### config.mk
export PLATFORM = sky130hd
export DESIGN_NAME = ffba_pick
export DESIGN_NICKNAME = d
export VERILOG_FILES = /design/src/design/ffba_pkg.sv /design/src/design/ffba_pick.sv
export SDC_FILE = /design/constraint.sdc
export NUM_CORES = 1
export LEC_CHECK = 0
export ABC_AREA = 1
export BUFFER_PORTS_ARGS = -buffer_cell sky130_fd_sc_hd__buf_2
export CAP_MARGIN = 20
export CORE_AREA = 2 2 150 152
export DETAILED_ROUTE_END_ITERATION = 8
export DIE_AREA = 0 0 152 154
export PLACE_DENSITY = 0.4
export SLEW_MARGIN = 15
export SYNTH_ARGS = -nofsm -noshare
export SYNTH_HDL_FRONTEND = slang
export SYNTH_SLANG_ARGS = --single-unit
### constraint.sdc
create_clock -name vclk -period 1.9
set_input_delay 0.095 -clock vclk [all_inputs]
set_output_delay 0.095 -clock vclk [all_outputs]
set_load 0.1 [all_outputs]
### src/design/ffba_pkg.sv
// Package for the first-fit block allocator: shared types, codes and defaults.
// Used by every module of the block and by its port checker.
package ffba_pkg;

  localparam int unsigned DEF_ARENA_BYTES  = 65536;
  localparam int unsigned DEF_HEADER_BYTES = 16;
  localparam int unsigned DEF_MAX_SEGMENTS = 64;

  typedef enum logic [1:0] {
    OP_NONE  = 2'd0,
    OP_EXACT = 2'd1,
    OP_SPLIT = 2'd2,
    OP_FREE  = 2'd3
  } ffba_op_e;

  typedef enum logic [1:0] {
    STATUS_OK      = 2'd0,
    STATUS_NOSPACE = 2'd1,
    STATUS_BADADDR = 2'd2,
    STATUS_FULL    = 2'd3
  } ffba_status_e;

  localparam logic MODE_ALLOC = 1'b0;
  localparam logic MODE_FREE  = 1'b1;

  typedef struct packed {
    logic        mode;
    logic [15:0] request_bytes;
    logic [15:0] free_address;
  } ffba_req_t;

  typedef struct packed {
    logic [15:0] payload_address;
    logic [1:0]  status;
  } ffba_rsp_t;

  // One table entry as held by a cell.
  typedef struct packed {
    logic        valid;
    logic        free;
    logic [15:0] off;
    logic [15:0] size;
  } ffba_seg_t;

  // Compare results that a cell registers for the pick stage.
  typedef struct packed {
    logic cand;
    logic exact;
    logic nxt;
    logic prv;
  } ffba_flag_t;

  // Decision of the pick stage.
  typedef struct packed {
    ffba_op_e     op;
    ffba_status_e status;
    logic         merge_next;
    logic         merge_prev;
  } ffba_dec_t;

  // Broadcast from the sequencer to every cell.
  typedef struct packed {
    logic        eval_en;
    logic        apply_en;
    ffba_op_e    op;
    logic        mode;
    logic [15:0] req;
    logic [15:0] addr;
    logic        merge_next;
    logic        merge_prev;
  } ffba_ctrl_t;

endpackage

### src/design/ffba_pick.sv
// Pick stage of the allocator: finds the first candidate cell, builds the
// position masks for the chain and decides the operation. Uses ffba_pkg.
module ffba_pick #(
  parameter int unsigned MAX_SEGMENTS = ffba_pkg::DEF_MAX_SEGMENTS
) (
  input  logic [MAX_SEGMENTS-1:0] cand_i,
  input  logic [MAX_SEGMENTS-1:0] exact_i,
  input  logic [MAX_SEGMENTS-1:0] nxt_i,
  input  logic [MAX_SEGMENTS-1:0] prv_i,
  input  logic                    mode_i,
  input  logic                    table_full_i,
  output logic [MAX_SEGMENTS-1:0] sel_o,
  output logic [MAX_SEGMENTS-1:0] after_o,
  output ffba_pkg::ffba_dec_t     dec_o
);
  import ffba_pkg::*;

  logic [MAX_SEGMENTS-1:0] one_v;
  logic                    found;
  logic                    exact_hit;

  assign one_v = {{(MAX_SEGMENTS-1){1'b0}}, 1'b1};

  // Lowest set bit, and every position strictly above it.
  assign sel_o   = cand_i & (~cand_i + one_v);
  assign after_o = ~(cand_i ^ (cand_i - one_v));

  assign found     = |cand_i;
  assign exact_hit = |(sel_o & exact_i);

  always_comb begin
    dec_o            = '0;
    dec_o.op         = OP_NONE;
    dec_o.status     = STATUS_OK;
    dec_o.merge_next = |nxt_i;
    dec_o.merge_prev = |prv_i;
    if (!found) begin
      dec_o.status = (mode_i == MODE_FREE) ? STATUS_BADADDR : STATUS_NOSPACE;
    end else if (mode_i == MODE_FREE) begin
      dec_o.op = OP_FREE;
    end else if (exact_hit) begin
      dec_o.op = OP_EXACT;
    end else if (table_full_i) begin
      dec_o.status = STATUS_FULL;
    end else begin
      dec_o.op = OP_SPLIT;
    end
  end

endmodule

Word-level counts from Yosys, hierarchy flattened:

Cells that the tools add are included.

* reductions and logical operators: 4
* $add $sub $neg: 2
* mux-type cells: 9
* bitwise gates (word level): 5

Operators with widths (count)
* 64-bit OR reduction: 4
* 64-bit bitwise AND: 2
* 64-bit inverter: 2
* 64-bit by 1-bit adder with 64-bit output, second input constant: 1
* 64-bit by 1-bit subtractor with 64-bit output, second input constant: 1
* 64-bit XOR: 1
* 2-bit two-way mux: 9

* word-level logic and storage cells: 20
* input bits: 258
* output and inout bits: 134
* bits in registers: 0

Longest topological paths before layout:

* depth after elaboration: 8
* mapped depth: 18
* depth with buffers taken out: 18

Worst setup path before layout:

Ideal clock, no wire load.

* path kind: in2out
* from: in cand_i[0]
* to: out after_o[50]
* setup slack: -2811 ps
* buffers on the path: 0
* data arrival time: 4616 ps
* data required time: 1805 ps
* stages on the path: 9
* path through: inv_1 -> ha_1 -> nand2_1 -> nor2_2 -> nand2_1 -> nor2_1 -> nand3_1 -> nor3_2 -> nand4_1

* cells in the longest elaborated chain, start to end: 3

Ends and longest elaborated chain
* start: declaration: RTL line ffba_pick.sv:6 `input logic [MAX_SEGMENTS-1:0] cand_i,`
* 64-bit by 1-bit subtractor with 64-bit output: RTL line ffba_pick.sv:26 `assign after_o = ~(cand_i ^ (cand_i - one_v));`
* 64-bit XOR: RTL line ffba_pick.sv:26
* 64-bit inverter: RTL line ffba_pick.sv:26
* end: declaration: RTL line ffba_pick.sv:13 `output logic [MAX_SEGMENTS-1:0] after_o,`

No other way between the ends.

==> metrics <==
Yosys cell types=24; startpoint types=primary input; MaxCap Viol Count=0; Overall Global Routing Usage=0.214; Vias=about 6,700; total power draw=around 0.96 mW; Max stage delay cell, worst path=nor2_4; Starting Density=0.147; met1 Use GR=0.249; GR Util met3=0.0341; crit path DAT=between 2 and 2.5 ns; Compound-Gate Fraction of Synth Area=0.00315; Final Max Tran Viols=0; Area growth syn-to-layout=195%; post-synthesis cell count=699; I/O Pins=392; Post-DP HPWL=between 20,000 and 25,000 um; CTS Hold Bufs=0; met2 usage=0.415; largest family of logic cells by synthesized area=simple AND/OR/NAND/NOR gates; Flop pwr share=0; Clock Power Share=0; worst setup margin=-0.348 ns; row count=between 50 and 60; average routed wire per standard cell=16.5 um; Via-to-Cell Ratio=between 4 and 5; Worst Path Required=approximately 1.8 ns; Post-Synth XOR/XNOR Area=0.00275; most frequent CP cell=nor2_4; worst stage delay on the critical path=between 0.2 and 0.25 ns; worst-path fanout max=6; mux contribution to synthesized area=0; number of global-route vias before repair=between 6,000 and 7,000; clk_buf instances=0; Yosys warning count=0; Crit. End Element=primary output; grt peak-use layer=met2; Peak VDD IR=~210 uV; sw power=0.539 mW; Detailed Route WL=between 20,000 and 30,000 um; Sw Share=0.559; Final Wtd Congestion=about 0.90; die area=~23,000 um^2; kind of critical path=primary input to primary output; Lkg Pwr=between 4 and 5 nW; simple logic cell fraction of the synthesized area=0.824; Seq Cell Count=0; f_max=roughly 0.44 GHz; final net count=between 1,500 and 2,000; largest net degree at the start of global routing=9; Final period util=1.18; final core occ=0.433; area share of fa/ha/maj cells after synthesis=0.0118; setup TNS=-4.49 ns; Port Buffers=391; Die Ht=~150 um; DR DRC count=0; DR pass1 iterations=4; Initial DRC Count=240; Die Width=roughly 150 um; status=finished, violations left; first-pass GRT wire length=about 39,000 um; initial antenna violation count=10; Least-Margin Pin Slew=~0.56 ns; Cell Int Power=around 0.43 mW; violated checks=setup timing; Comb power frac=1.000; power per cell area=about 100 nW/um^2; Syn Nets=960; slew margin rel.=0.628; post-detailed-route count of antenna-violating nets=0; Seq/Total Area, Yosys=0; sequential standard cell area=0 um^2; cells along the critical path=buf_6 > buf_6 > nor2_4 > nand2_8 > nor2_8 > nand2_4 > nor2_4 > nand4_1 > nand2_1 > nor2_2 > nand2_1 > inv_1 > nand2_2 > nor2_4 > nand4_1 > nand2_4 > buf_12; Core Area=between 20,000 and 25,000 um^2; Syn Area/Cell=roughly 4.6 um^2; Fin. Hold Viols=0; cell area after synthesis=3180 um^2; gr ovfl total=0; fraction of layout cells with a size suffix above 1=0.612; path category of the worst min-delay check=primary input to primary output; setup repair after global routing missed its margin=true; min Tclk post-route=2.25 ns; # setup viols final=22
## layout by cell type, fill, tap and decap left out, types with 8 or more instances in the layout
cell type and n:
buf_12 74, buf_2 300, buf_4 213, buf_6 24, inv_1 117, nand2_1 147, nand2_2 16, nand2_4 22
nand3_1 29, nand3_2 9, nand4_1 39, nor2_1 131, nor2_2 35, nor2_4 61, nor3_4 8, nor4_1 32
## per-layer routing
layer  up-vias  wire length [um]
met3        30              1550
met4        12               481
met1      2939             10200
met5         -                70
li1       3435                 -
met2       255             14100
## power by group through the flow
stage	clock, mW	sequential (mW)	combinational (mW)
finish	0.000000282	0	0.964
global route	0.000000282	0	1.04
CTS	0	0	0.944
detailed placement	0	0	0.907
global placement	0	0	0.907
floorplan	0	0	0.349
## final timing paths
kind	from	to	slack (ns)	cells after the start
setup / recovery	cand_i[3]	dec_o[2]	-0.35	17
hold / removal	mode_i	dec_o[3]	0.61	4
## critical path: cells and delay by family
family / cells / cell delay [ns]
buffers and inverters: 4 / 0.43
and+or+nand+nor: 13 / 1.63
## cell usage after synthesis (5+ instances only)
cell,instances,area share
nor2_1,202,0.24
nand2_1,179,0.21
inv_1,126,0.15
nand3_1,40,0.063
nand4_1,39,0.077
nor4_1,35,0.069
nor2_2,16,0.031
nor3_1,13,0.020
nor2_4,9,0.032
nand2_2,7,0.014
nand2_4,5,0.018
## area by class of cell
type	count	area, um^2
inverter	129	507
antenna	4	10.0
multi-input combinational	568	3650
timing repair buffer	613	4880
fill	2352	12300
tap	280	350
## cells by family after synthesis
kind of cell | after synthesis
compound gates | 2
simple gates | 561
xor+xnor | 1
buf+inv | 131
other cells | 1
fa+ha+maj | 3
## through the flow
step | cell area, um^2 | hold WS, ns | instances | worst slack (ns)
6_report | 9400 | 0.605 | 1594 | -0.348
5_1_grt | 9400 | 0.626 | 1594 | -0.501
4_1_cts | 8980 | 0.597 | 1575 | -0.332
3_5_place_dp | 8600 | 0.611 | 1566 | -0.478
3_3_place_gp | 8600 | 0.605 | 1566 | -0.470
2_1_floorplan | 3890 | 0.385 | 699 | -2.06
## timing repair
action,in CTS,in global routing
pin swaps,31,30
setup buffers,9,18
endpoints found under the setup margin,28,33
gates resized for setup,91,79
(Power assumes the default switching activity.)
