$ cat src/design/ffba_pkg.sv
// Package for the first-fit block allocator: shared types, codes and defaults.
// Used by every module of the block and by its port checker.
package ffba_pkg;

  localparam int unsigned DEF_ARENA_BYTES  = 65536;
  localparam int unsigned DEF_HEADER_BYTES = 16;
  localparam int unsigned DEF_MAX_SEGMENTS = 64;

  typedef enum logic [1:0] {
    OP_NONE  = 2'd0,
    OP_EXACT = 2'd1,
    OP_SPLIT = 2'd2,
    OP_FREE  = 2'd3
  } ffba_op_e;

  typedef enum logic [1:0] {
    STATUS_OK      = 2'd0,
    STATUS_NOSPACE = 2'd1,
    STATUS_BADADDR = 2'd2,
    STATUS_FULL    = 2'd3
  } ffba_status_e;

  localparam logic MODE_ALLOC = 1'b0;
  localparam logic MODE_FREE  = 1'b1;

  typedef struct packed {
    logic        mode;
    logic [15:0] request_bytes;
    logic [15:0] free_address;
  } ffba_req_t;

  typedef struct packed {
    logic [15:0] payload_address;
    logic [1:0]  status;
  } ffba_rsp_t;

  // One table entry as held by a cell.
  typedef struct packed {
    logic        valid;
    logic        free;
    logic [15:0] off;
    logic [15:0] size;
  } ffba_seg_t;

  // Compare results that a cell registers for the pick stage.
  typedef struct packed {
    logic cand;
    logic exact;
    logic nxt;
    logic prv;
  } ffba_flag_t;

  // Decision of the pick stage.
  typedef struct packed {
    ffba_op_e     op;
    ffba_status_e status;
    logic         merge_next;
    logic         merge_prev;
  } ffba_dec_t;

  // Broadcast from the sequencer to every cell.
  typedef struct packed {
    logic        eval_en;
    logic        apply_en;
    ffba_op_e    op;
    logic        mode;
    logic [15:0] req;
    logic [15:0] addr;
    logic        merge_next;
    logic        merge_prev;
  } ffba_ctrl_t;

endpackage

$ cat src/design/ffba_cell.sv
// One segment cell of the allocator chain: holds one table entry, compares it
// against the current request and shifts to or from its neighbors. Uses ffba_pkg.
module ffba_cell #(
  parameter int unsigned HEADER_BYTES = ffba_pkg::DEF_HEADER_BYTES,
  parameter bit          IS_HEAD      = 1'b0,
  parameter logic [15:0] SIZE_RST     = 16'd0
) (
  input  logic               clk_i,
  input  logic               rst_ni,
  input  ffba_pkg::ffba_ctrl_t ctrl_i,
  input  ffba_pkg::ffba_seg_t  left_i,
  input  ffba_pkg::ffba_seg_t  right1_i,
  input  ffba_pkg::ffba_seg_t  right2_i,
  input  logic               sel_left_i,
  input  logic               after_left_i,
  input  logic               sel_self_i,
  input  logic               after_self_i,
  input  logic               sel_right_i,
  output ffba_pkg::ffba_seg_t  seg_o,
  output ffba_pkg::ffba_flag_t flag_o,
  output logic [15:0]        addr_o
);
  import ffba_pkg::*;

  localparam logic [15:0] HDR16 = 16'(HEADER_BYTES);
  localparam logic [16:0] HDR17 = 17'(HEADER_BYTES);
  localparam ffba_seg_t SEG_RST = IS_HEAD ?
      ffba_seg_t'{valid: 1'b1, free: 1'b1, off: 16'd0, size: SIZE_RST} : ffba_seg_t'('0);

  ffba_seg_t  seg_q, seg_d;
  ffba_flag_t flag_q, flag_d;
  logic       hit_free;
  logic       size_eq;
  logic       fit;

  always_comb begin
    hit_free = seg_q.valid & ~seg_q.free &
               (({1'b0, seg_q.off} + HDR17) == {1'b0, ctrl_i.addr});
    size_eq  = (seg_q.size == ctrl_i.req);
    fit      = seg_q.valid & seg_q.free &
               (size_eq | ({1'b0, seg_q.size} > ({1'b0, ctrl_i.req} + HDR17)));
    flag_d.cand  = ctrl_i.mode ? hit_free : fit;
    flag_d.exact = size_eq;
    flag_d.nxt   = ctrl_i.mode & hit_free & right1_i.valid & right1_i.free;
    flag_d.prv   = ctrl_i.mode & hit_free & left_i.valid & left_i.free;
  end

  always_comb begin
    seg_d = seg_q;
    if (ctrl_i.apply_en) begin
      case (ctrl_i.op)
        OP_EXACT: begin
          if (sel_self_i) seg_d.free = 1'b0;
        end
        OP_SPLIT: begin
          if (sel_self_i) begin
            seg_d.size = ctrl_i.req;
            seg_d.free = 1'b0;
          end else if (sel_left_i) begin
            // The remainder of the left neighbor becomes a new free segment here.
            seg_d.valid = 1'b1;
            seg_d.free  = 1'b1;
            seg_d.off   = left_i.off + HDR16 + ctrl_i.req;
            seg_d.size  = left_i.size - ctrl_i.req - HDR16;
          end else if (after_left_i) begin
            seg_d = left_i;
          end
        end
        OP_FREE: begin
          if (sel_self_i) begin
            if (ctrl_i.merge_prev) begin
              seg_d = ctrl_i.merge_next ? right2_i : right1_i;
            end else begin
              seg_d.free = 1'b1;
              if (ctrl_i.merge_next) seg_d.size = seg_q.size + right1_i.size + HDR16;
            end
          end else if (sel_right_i && ctrl_i.merge_prev) begin
            // Predecessor absorbs the freed segment and possibly its successor too.
            seg_d.size = seg_q.size + right1_i.size + HDR16 +
                         (ctrl_i.merge_next ? (right2_i.size + HDR16) : 16'd0);
          end else if (after_self_i) begin
            if (ctrl_i.merge_prev && ctrl_i.merge_next) begin
              seg_d = right2_i;
            end else if (ctrl_i.merge_prev || ctrl_i.merge_next) begin
              seg_d = right1_i;
            end
          end
        end
        default: ;
      endcase
    end
  end

  always_ff @(posedge clk_i or negedge rst_ni) begin
    if (!rst_ni) begin
      seg_q  <= SEG_RST;
      flag_q <= '0;
    end else begin
      seg_q <= seg_d;
      if (ctrl_i.eval_en) flag_q <= flag_d;
    end
  end

  assign seg_o  = seg_q;
  assign flag_o = flag_q;
  assign addr_o = sel_self_i ? (seg_q.off + HDR16) : 16'd0;

endmodule

$ cat config.mk
export PLATFORM = sky130hd
export DESIGN_NAME = ffba_cell
export DESIGN_NICKNAME = d
export VERILOG_FILES = /design/src/design/ffba_pkg.sv /design/src/design/ffba_cell.sv
export SDC_FILE = /design/constraint.sdc
export NUM_CORES = 1
export LEC_CHECK = 0
export BUFFER_PORTS_ARGS = -buffer_cell sky130_fd_sc_hd__buf_4
export CORE_UTILIZATION = 55
export DETAILED_ROUTE_END_ITERATION = 8
export GPL_TIMING_DRIVEN = 0
export PLACE_DENSITY = 0.82
export RECOVER_POWER = 100
export SLEW_MARGIN = 20
export SYNTH_ARGS = -nofsm -noshare
export SYNTH_HDL_FRONTEND = slang
export SYNTH_SLANG_ARGS = --single-unit
$ cat constraint.sdc
create_clock -name clk_i -period 8.78 [get_ports clk_i]
set_input_delay 0.878 -clock clk_i [delete_from_list [all_inputs] [get_ports clk_i]]
set_output_delay 0.878 -clock clk_i [all_outputs]
set_load 0.02 [all_outputs]
Word-level counts from Yosys, hierarchy flattened
Cells that the tools add are included.
{ "op_classes": {"n_bitwise": 11, "muxes": 25, "reduce_logical": 8, "n_eq_ne": 16, "addsub": 11, "order_cmp": 1} }
{ "op_table": {"columns": ["cell", "n"], "rows": [
  ["2-to-1 mux 34 bit", 7],
  ["2-to-1 mux 16 bit", 8],
  ["adder 16 x 5 -> 16 bit, second input constant", 4],
  ["case mux 32 bit (2 select lines)", 1],
  ["adder 16 bit", 3],
  ["adder 16 x 5 -> 17 bit, second input constant", 2],
  ["2-to-1 mux 18 bit", 1],
  ["equality test 17 x 16 -> 1 bit", 1],
  ["> comparator 16 x 17 -> 1 bit", 1],
  ["equality test 16 bit", 1],
  ["inequality test 4 bit, second input constant", 4],
  ["subtractor 16 bit", 1],
  ["subtractor 16 x 5 -> 16 bit, second input constant", 1],
  ["inequality test 3 bit, second input constant", 4],
  ["bitwise AND 1 bit", 9],
  ["AND reduction 8 bit", 1],
  ["AND reduction 7 bit", 1],
  ["2-to-1 mux 1 bit", 6],
  ["AND reduction 6 bit", 1],
  ["inequality test 5 bit, second input constant", 1],
  ["equality test 2 bit, second input constant", 2],
  ["inequality test 2 bit, second input constant", 2],
  ["case mux 1 bit (3 select lines)", 1],
  ["nonzero test 3 bit", 1],
  ["7 further kinds", 8]
]} }
{ "word_totals": {"register_bits": 38, "output_inout_bits": 54, "in_bits": 148} }

Longest topological paths before layout
{ "logic_depth": {"depth_word": 7, "depth_mapped": 19, "mapped_depth_nobuf": 19} }

Least setup slack after synthesis
Ideal clock, no wire load.
{ "synth_path": {"path_type": "in2reg", "startpoint": "in right1_i[1] in the netlist's numbering", "endpoint": "reg seg_q (netlist bit seg_o[15])", "arrival_time_ns": 4.196, "setup_ns": 0.130, "path_stages": 15, "required_ns": 8.650, "n_path_buf": 0, "slack_ns": 4.454, "cell_sequence": "ha_1 -> ha_1 -> fa_1 -> a211oi_1 -> o21ai_0 -> a211oi_1 -> o21bai_1 -> xor2_1 -> ha_1 -> and4_1 -> a221o_1 -> a31oi_1 -> xor3_1 -> nor3_1 -> o21ai_0"} }
{ "synth_between": {"elab_chain_cells": 6, "word_cells_on_any_way": 8, "cone_classes": "add/sub: 3; mux: 5"} }
{ "synth_rtl": {"columns": ["element", "line_no", "rtl"], "rows": [
  ["start, declared", "ffba_cell.sv:12", "input ffba_pkg::ffba_seg_t right1_i,"],
  ["adder 16 bit (*)", "ffba_cell.sv:75, ffba_cell.sv:79", null],
  ["adder 16 x 5 -> 16 bit (*)", "ffba_cell.sv:75, ffba_cell.sv:79", null],
  ["adder 16 bit or 2-to-1 mux 16 bit (tied branches)", "ffba_cell.sv:79, ffba_cell.sv:75", null],
  ["2-to-1 mux 16 bit (on tied branches)", "ffba_cell.sv:77, ffba_cell.sv:71", null],
  ["2-to-1 mux 34 bit (*)", "ffba_cell.sv:70", "if (sel_self_i) begin"],
  ["case mux 32 bit (2 select lines) (*)", "ffba_cell.sv:51", "case (ctrl_i.op)"],
  ["end signal, assigned", "ffba_cell.sv:99", "seg_q <= seg_d;"],
  ["end, declared", "ffba_cell.sv:30", "ffba_seg_t seg_q, seg_d;"]
]} }
Every way passes the cells marked *; elsewhere a longest branch is shown, timed or not. The select of a mux whose other input is x is not followed.
A chain may end at the register's enable or synchronous reset.

Worst setup path in the final report
Same ends and word-level chain as after synthesis.

==> qor.yml <==
yosys:
  yosys_warnings: 0
  synth-async-reset-ratio_pct: 100.0
  avgSynthCellArea_um2: 7.352
  ys.flop_type: "dfrtp_1"
  synth_seq_cells: 38
  synth_area_um2: 7948
  synth_fp_nets: 1354
  yosysSeqAreaShare_pct: 11.96
  synth.distinct_cells: 62
  syn_inst: 1081
  synth_edf_count: 0
floorplanning:
  coreArea_um2: 13990
  die_y_um: 122.2
  floorplan.die.width_um: 122.2
  start_util_pct: 56.82
  die_area_um2: 14940
  pin_count: 202
  row_count: 43
place:
  dp.cells: 1459
  gp_congestion: 1.052
  dp_hpwl_um: 23270
  io_buffers: 198
  dpl_cell_area_um2: 9659
global_routing:
  grt-ovfl-total: 0
  grt_pass1_vias: 8244
  grt_max_degree: 39
  track_usage_pct: 37.42
  grt_pass1_wl_um: 43250
  antenna_found_initial: 1
setup_path:
  arrival_ns: 5.02
  start_kind: "input pin"
  endpoint_kind: "flop"
  crit_type: "in2reg"
  cp.required_ns: 8.94
  crit_fanout: 5
drt:
  drtIter0Drc: 994
  drc: 0
  wire_per_inst_um: 19.34
  wl_um: 28380
  vias: 9218
  drt-vias-per-instance: 6.284
  postRouteAntennaNets: 0
  firstDrtPassIters: 5
timing:
  tightest_slew_ns: 2.286
  slew_viol_final: 39
  hold_violations: 0
  setup_viol: 0
  whs_ns: 0.5244
  finalCritPeriodShare_pct: 55.39
  tns_ns: 0
  period_needed_ns: 4.863
  grt_setup_unrepaired: "false"
  slew-limit-headroom_pct: -52.39
  fmax_mhz: 205.6
  fin_skew_ns: 0.006587
clocking:
  numCtsBuffers: 5
  ctsHoldBuffers: 0
  cts_root_buf: "clkbuf_16"
  clk_path_buf_depth: 2
  cts_sinks: 38
  cts_setup_buffers: 0
  cts_max_level: 2
  clk_pin_slew_worst_paths_ns: 0.07
  clk_latency_ns: 0.28
  cts_tree: "built"
  ctsResizeCount: 0
power:
  leakagePower_nw: 4.507
  totalPowerFinal_mw: 1.677
  power_density_nw_per_um2: 174.1
  ir_worst_vdd_mv: 0.08289
layout:
  nNetsFinal: 1559
  areaGrowthSynthToFinish_pct: 21.21
  fin_area_um2: 9633
  finalNonFillerCells: 1467
  drive_above_1_share_pct: 13.44
  diodes: 0
hold_path:
  hold_path.class: "reg2reg"
outcome:
  status: "finished, violations left"
  violations: "capacitance limit, slew limit"
flow_run:
  drv_cap: 1
==> path summary, 6_finish.rpt <==
check	start	endpoint	slack (ns)	cells after the start
min in group asynchronous	rst_ni	seg_o[28]$_DFFE_PN0P_	1.27	1
max reg2reg	seg_o[1]$_DFFE_PN0P_	seg_o[15]$_DFFE_PN0P_	4.16	16
min	flag_o[2]$_DFFE_PN0P_	flag_o[2]$_DFFE_PN0P_	0.52	1
max	right1_i[1]	seg_o[15]$_DFFE_PN0P_	3.92	17
min reg2reg	flag_o[2]$_DFFE_PN0P_	flag_o[2]$_DFFE_PN0P_	0.52	1
max in group asynchronous	rst_ni	seg_o[33]$_DFFE_PN0P_	6.20	1
==> area by class of cell <==
| cell class | count | area [um2] |
|---|---|---|
| flip-flops and latches | 38 | 950.9 |
| plain buffers | 48 | 181.4 |
| well taps | 180 | 225.2 |
| inverters | 72 | 270.3 |
| repair buffers | 198 | 1295 |
| clock buffers | 5 | 125.1 |
| fillers | 1295 | 4355 |
| clock inverters | 3 | 68.82 |
| multi-input cells | 923 | 6516 |
==> kinds of logic (layout without fill, tap and decap cells) <==
kind of cell | Yosys count | after routing | share of synthesized area (%)
and+or+nand+nor | 340 | 340 | 19.99
AOI/OAI and AO/OA | 316 | 316 | 25.22
adders and majority gates | 125 | 125 | 20.06
buffers and inverters | 120 | 326 | 5.683
xor gates and xnor gates | 102 | 102 | 11.43
muxes | 40 | 40 | 5.652
DFF | 38 | 38 | 11.96
==> metrics by stage <==
| step | setup slack [ns] | utilization [%] |
|---|---|---|
| after CTS | 3.945 | 70.44 |
| after detailed placement | 3.656 | 69.05 |
| final | 3.917 | 68.86 |
| after floorplan | 4.454 | - |
| after global placement | 3.711 | 69.05 |
| after global routing | 3.669 | 68.86 |
==> cells in the final DEF (no fill, tap or decap), types with 7 or more instances in the layout <==
master / netlist / layout
a21oi_1: 98 / 98
buf_4: 0 / 147
nor2b_1: 7 / 7
nand3_1: 49 / 49
ha_1: 121 / 121
inv_1: 71 / 72
o21bai_1: 12 / 12
o31ai_1: 7 / 7
and2_0: 0 / 8
nand4_1: 15 / 15
xnor2_1: 56 / 56
xor2_1: 45 / 45
mux2i_1: 28 / 28
nor2_1: 74 / 74
nand2_1: 110 / 110
and3_1: 13 / 13
a31oi_1: 18 / 18
o21a_1: 9 / 9
a21o_1: 15 / 15
a211oi_1: 12 / 13
clkbuf_1: 43 / 96
mux2_2: 9 / 8
and2_1: 18 / 10
nor3_1: 25 / 25
o21ai_0: 76 / 76
o211ai_1: 11 / 11
dfrtp_1: 38 / 38
==> worst max-delay path, cell delays in order <==
cell and delay, ns:
clkbuf_1 0.10, ha_1 0.30, ha_1 0.24, fa_1 0.43
a211oi_1 0.34, o21ai_0 0.29, a211oi_1 0.40, o21bai_1 0.13
xor2_1 0.27, ha_1 0.34, inv_1 0.10, o21bai_1 0.08
a221o_1 0.34, a31oi_1 0.25, xor3_1 0.29, nor3_1 0.13
o21ai_0 0.11
==> registers in the layout, indices dropped and copies added, names as in the netlist <==
| signal | count |
|---|---|
| seg_o | 34 |
| flag_o | 4 |
==> power by group <==
part / internal [mW] / switching (mW)
clock network: 0.163 / 0.0774
registers: 0.212 / 0.0719
logic: 0.478 / 0.674
total: 0.853 / 0.824
==> synth_stat cells (4+ instances only) <==
master | number | area, um2
or3_1 | 6 | 37.54
nor2_1 | 74 | 277.8
and4_1 | 4 | 35.03
a31oi_1 | 18 | 112.6
a2111oi_0 | 6 | 52.55
xnor2_1 | 56 | 490.5
dfrtp_1 | 38 | 950.9
buf_1 | 4 | 15.01
a211oi_1 | 12 | 90.09
o21a_1 | 9 | 67.56
o211ai_1 | 11 | 82.58
nand2_1 | 110 | 412.9
nor2b_1 | 7 | 43.79
o21bai_1 | 12 | 90.09
o22ai_1 | 6 | 37.54
xor2_1 | 45 | 394.1
nand2b_1 | 6 | 37.54
fa_1 | 4 | 80.08
nand3_1 | 49 | 245.2
ha_1 | 121 | 1514
mux2_2 | 9 | 101.4
mux2i_1 | 28 | 280.3
a21oi_1 | 98 | 490.5
clkbuf_1 | 43 | 161.4
and3_1 | 13 | 81.33
nand4_1 | 15 | 93.84
o21ai_0 | 76 | 380.4
nor4_1 | 6 | 37.54
inv_1 | 71 | 266.5
a211o_1 | 4 | 35.03
a21o_1 | 15 | 112.6
nor3_1 | 25 | 125.1
o31ai_1 | 7 | 52.55
a311oi_1 | 6 | 52.55
and2_1 | 18 | 112.6
==> per-layer routing <==
layer / wire length, um / GRT usage, %
met4: 904 / 11.05
met2: 12820 / 60.11
met3: 2823 / 6.970
met1: 11830 / 50.73
met5: 8 / 0
No activity file was read; power rests on OpenSTA's default activity.
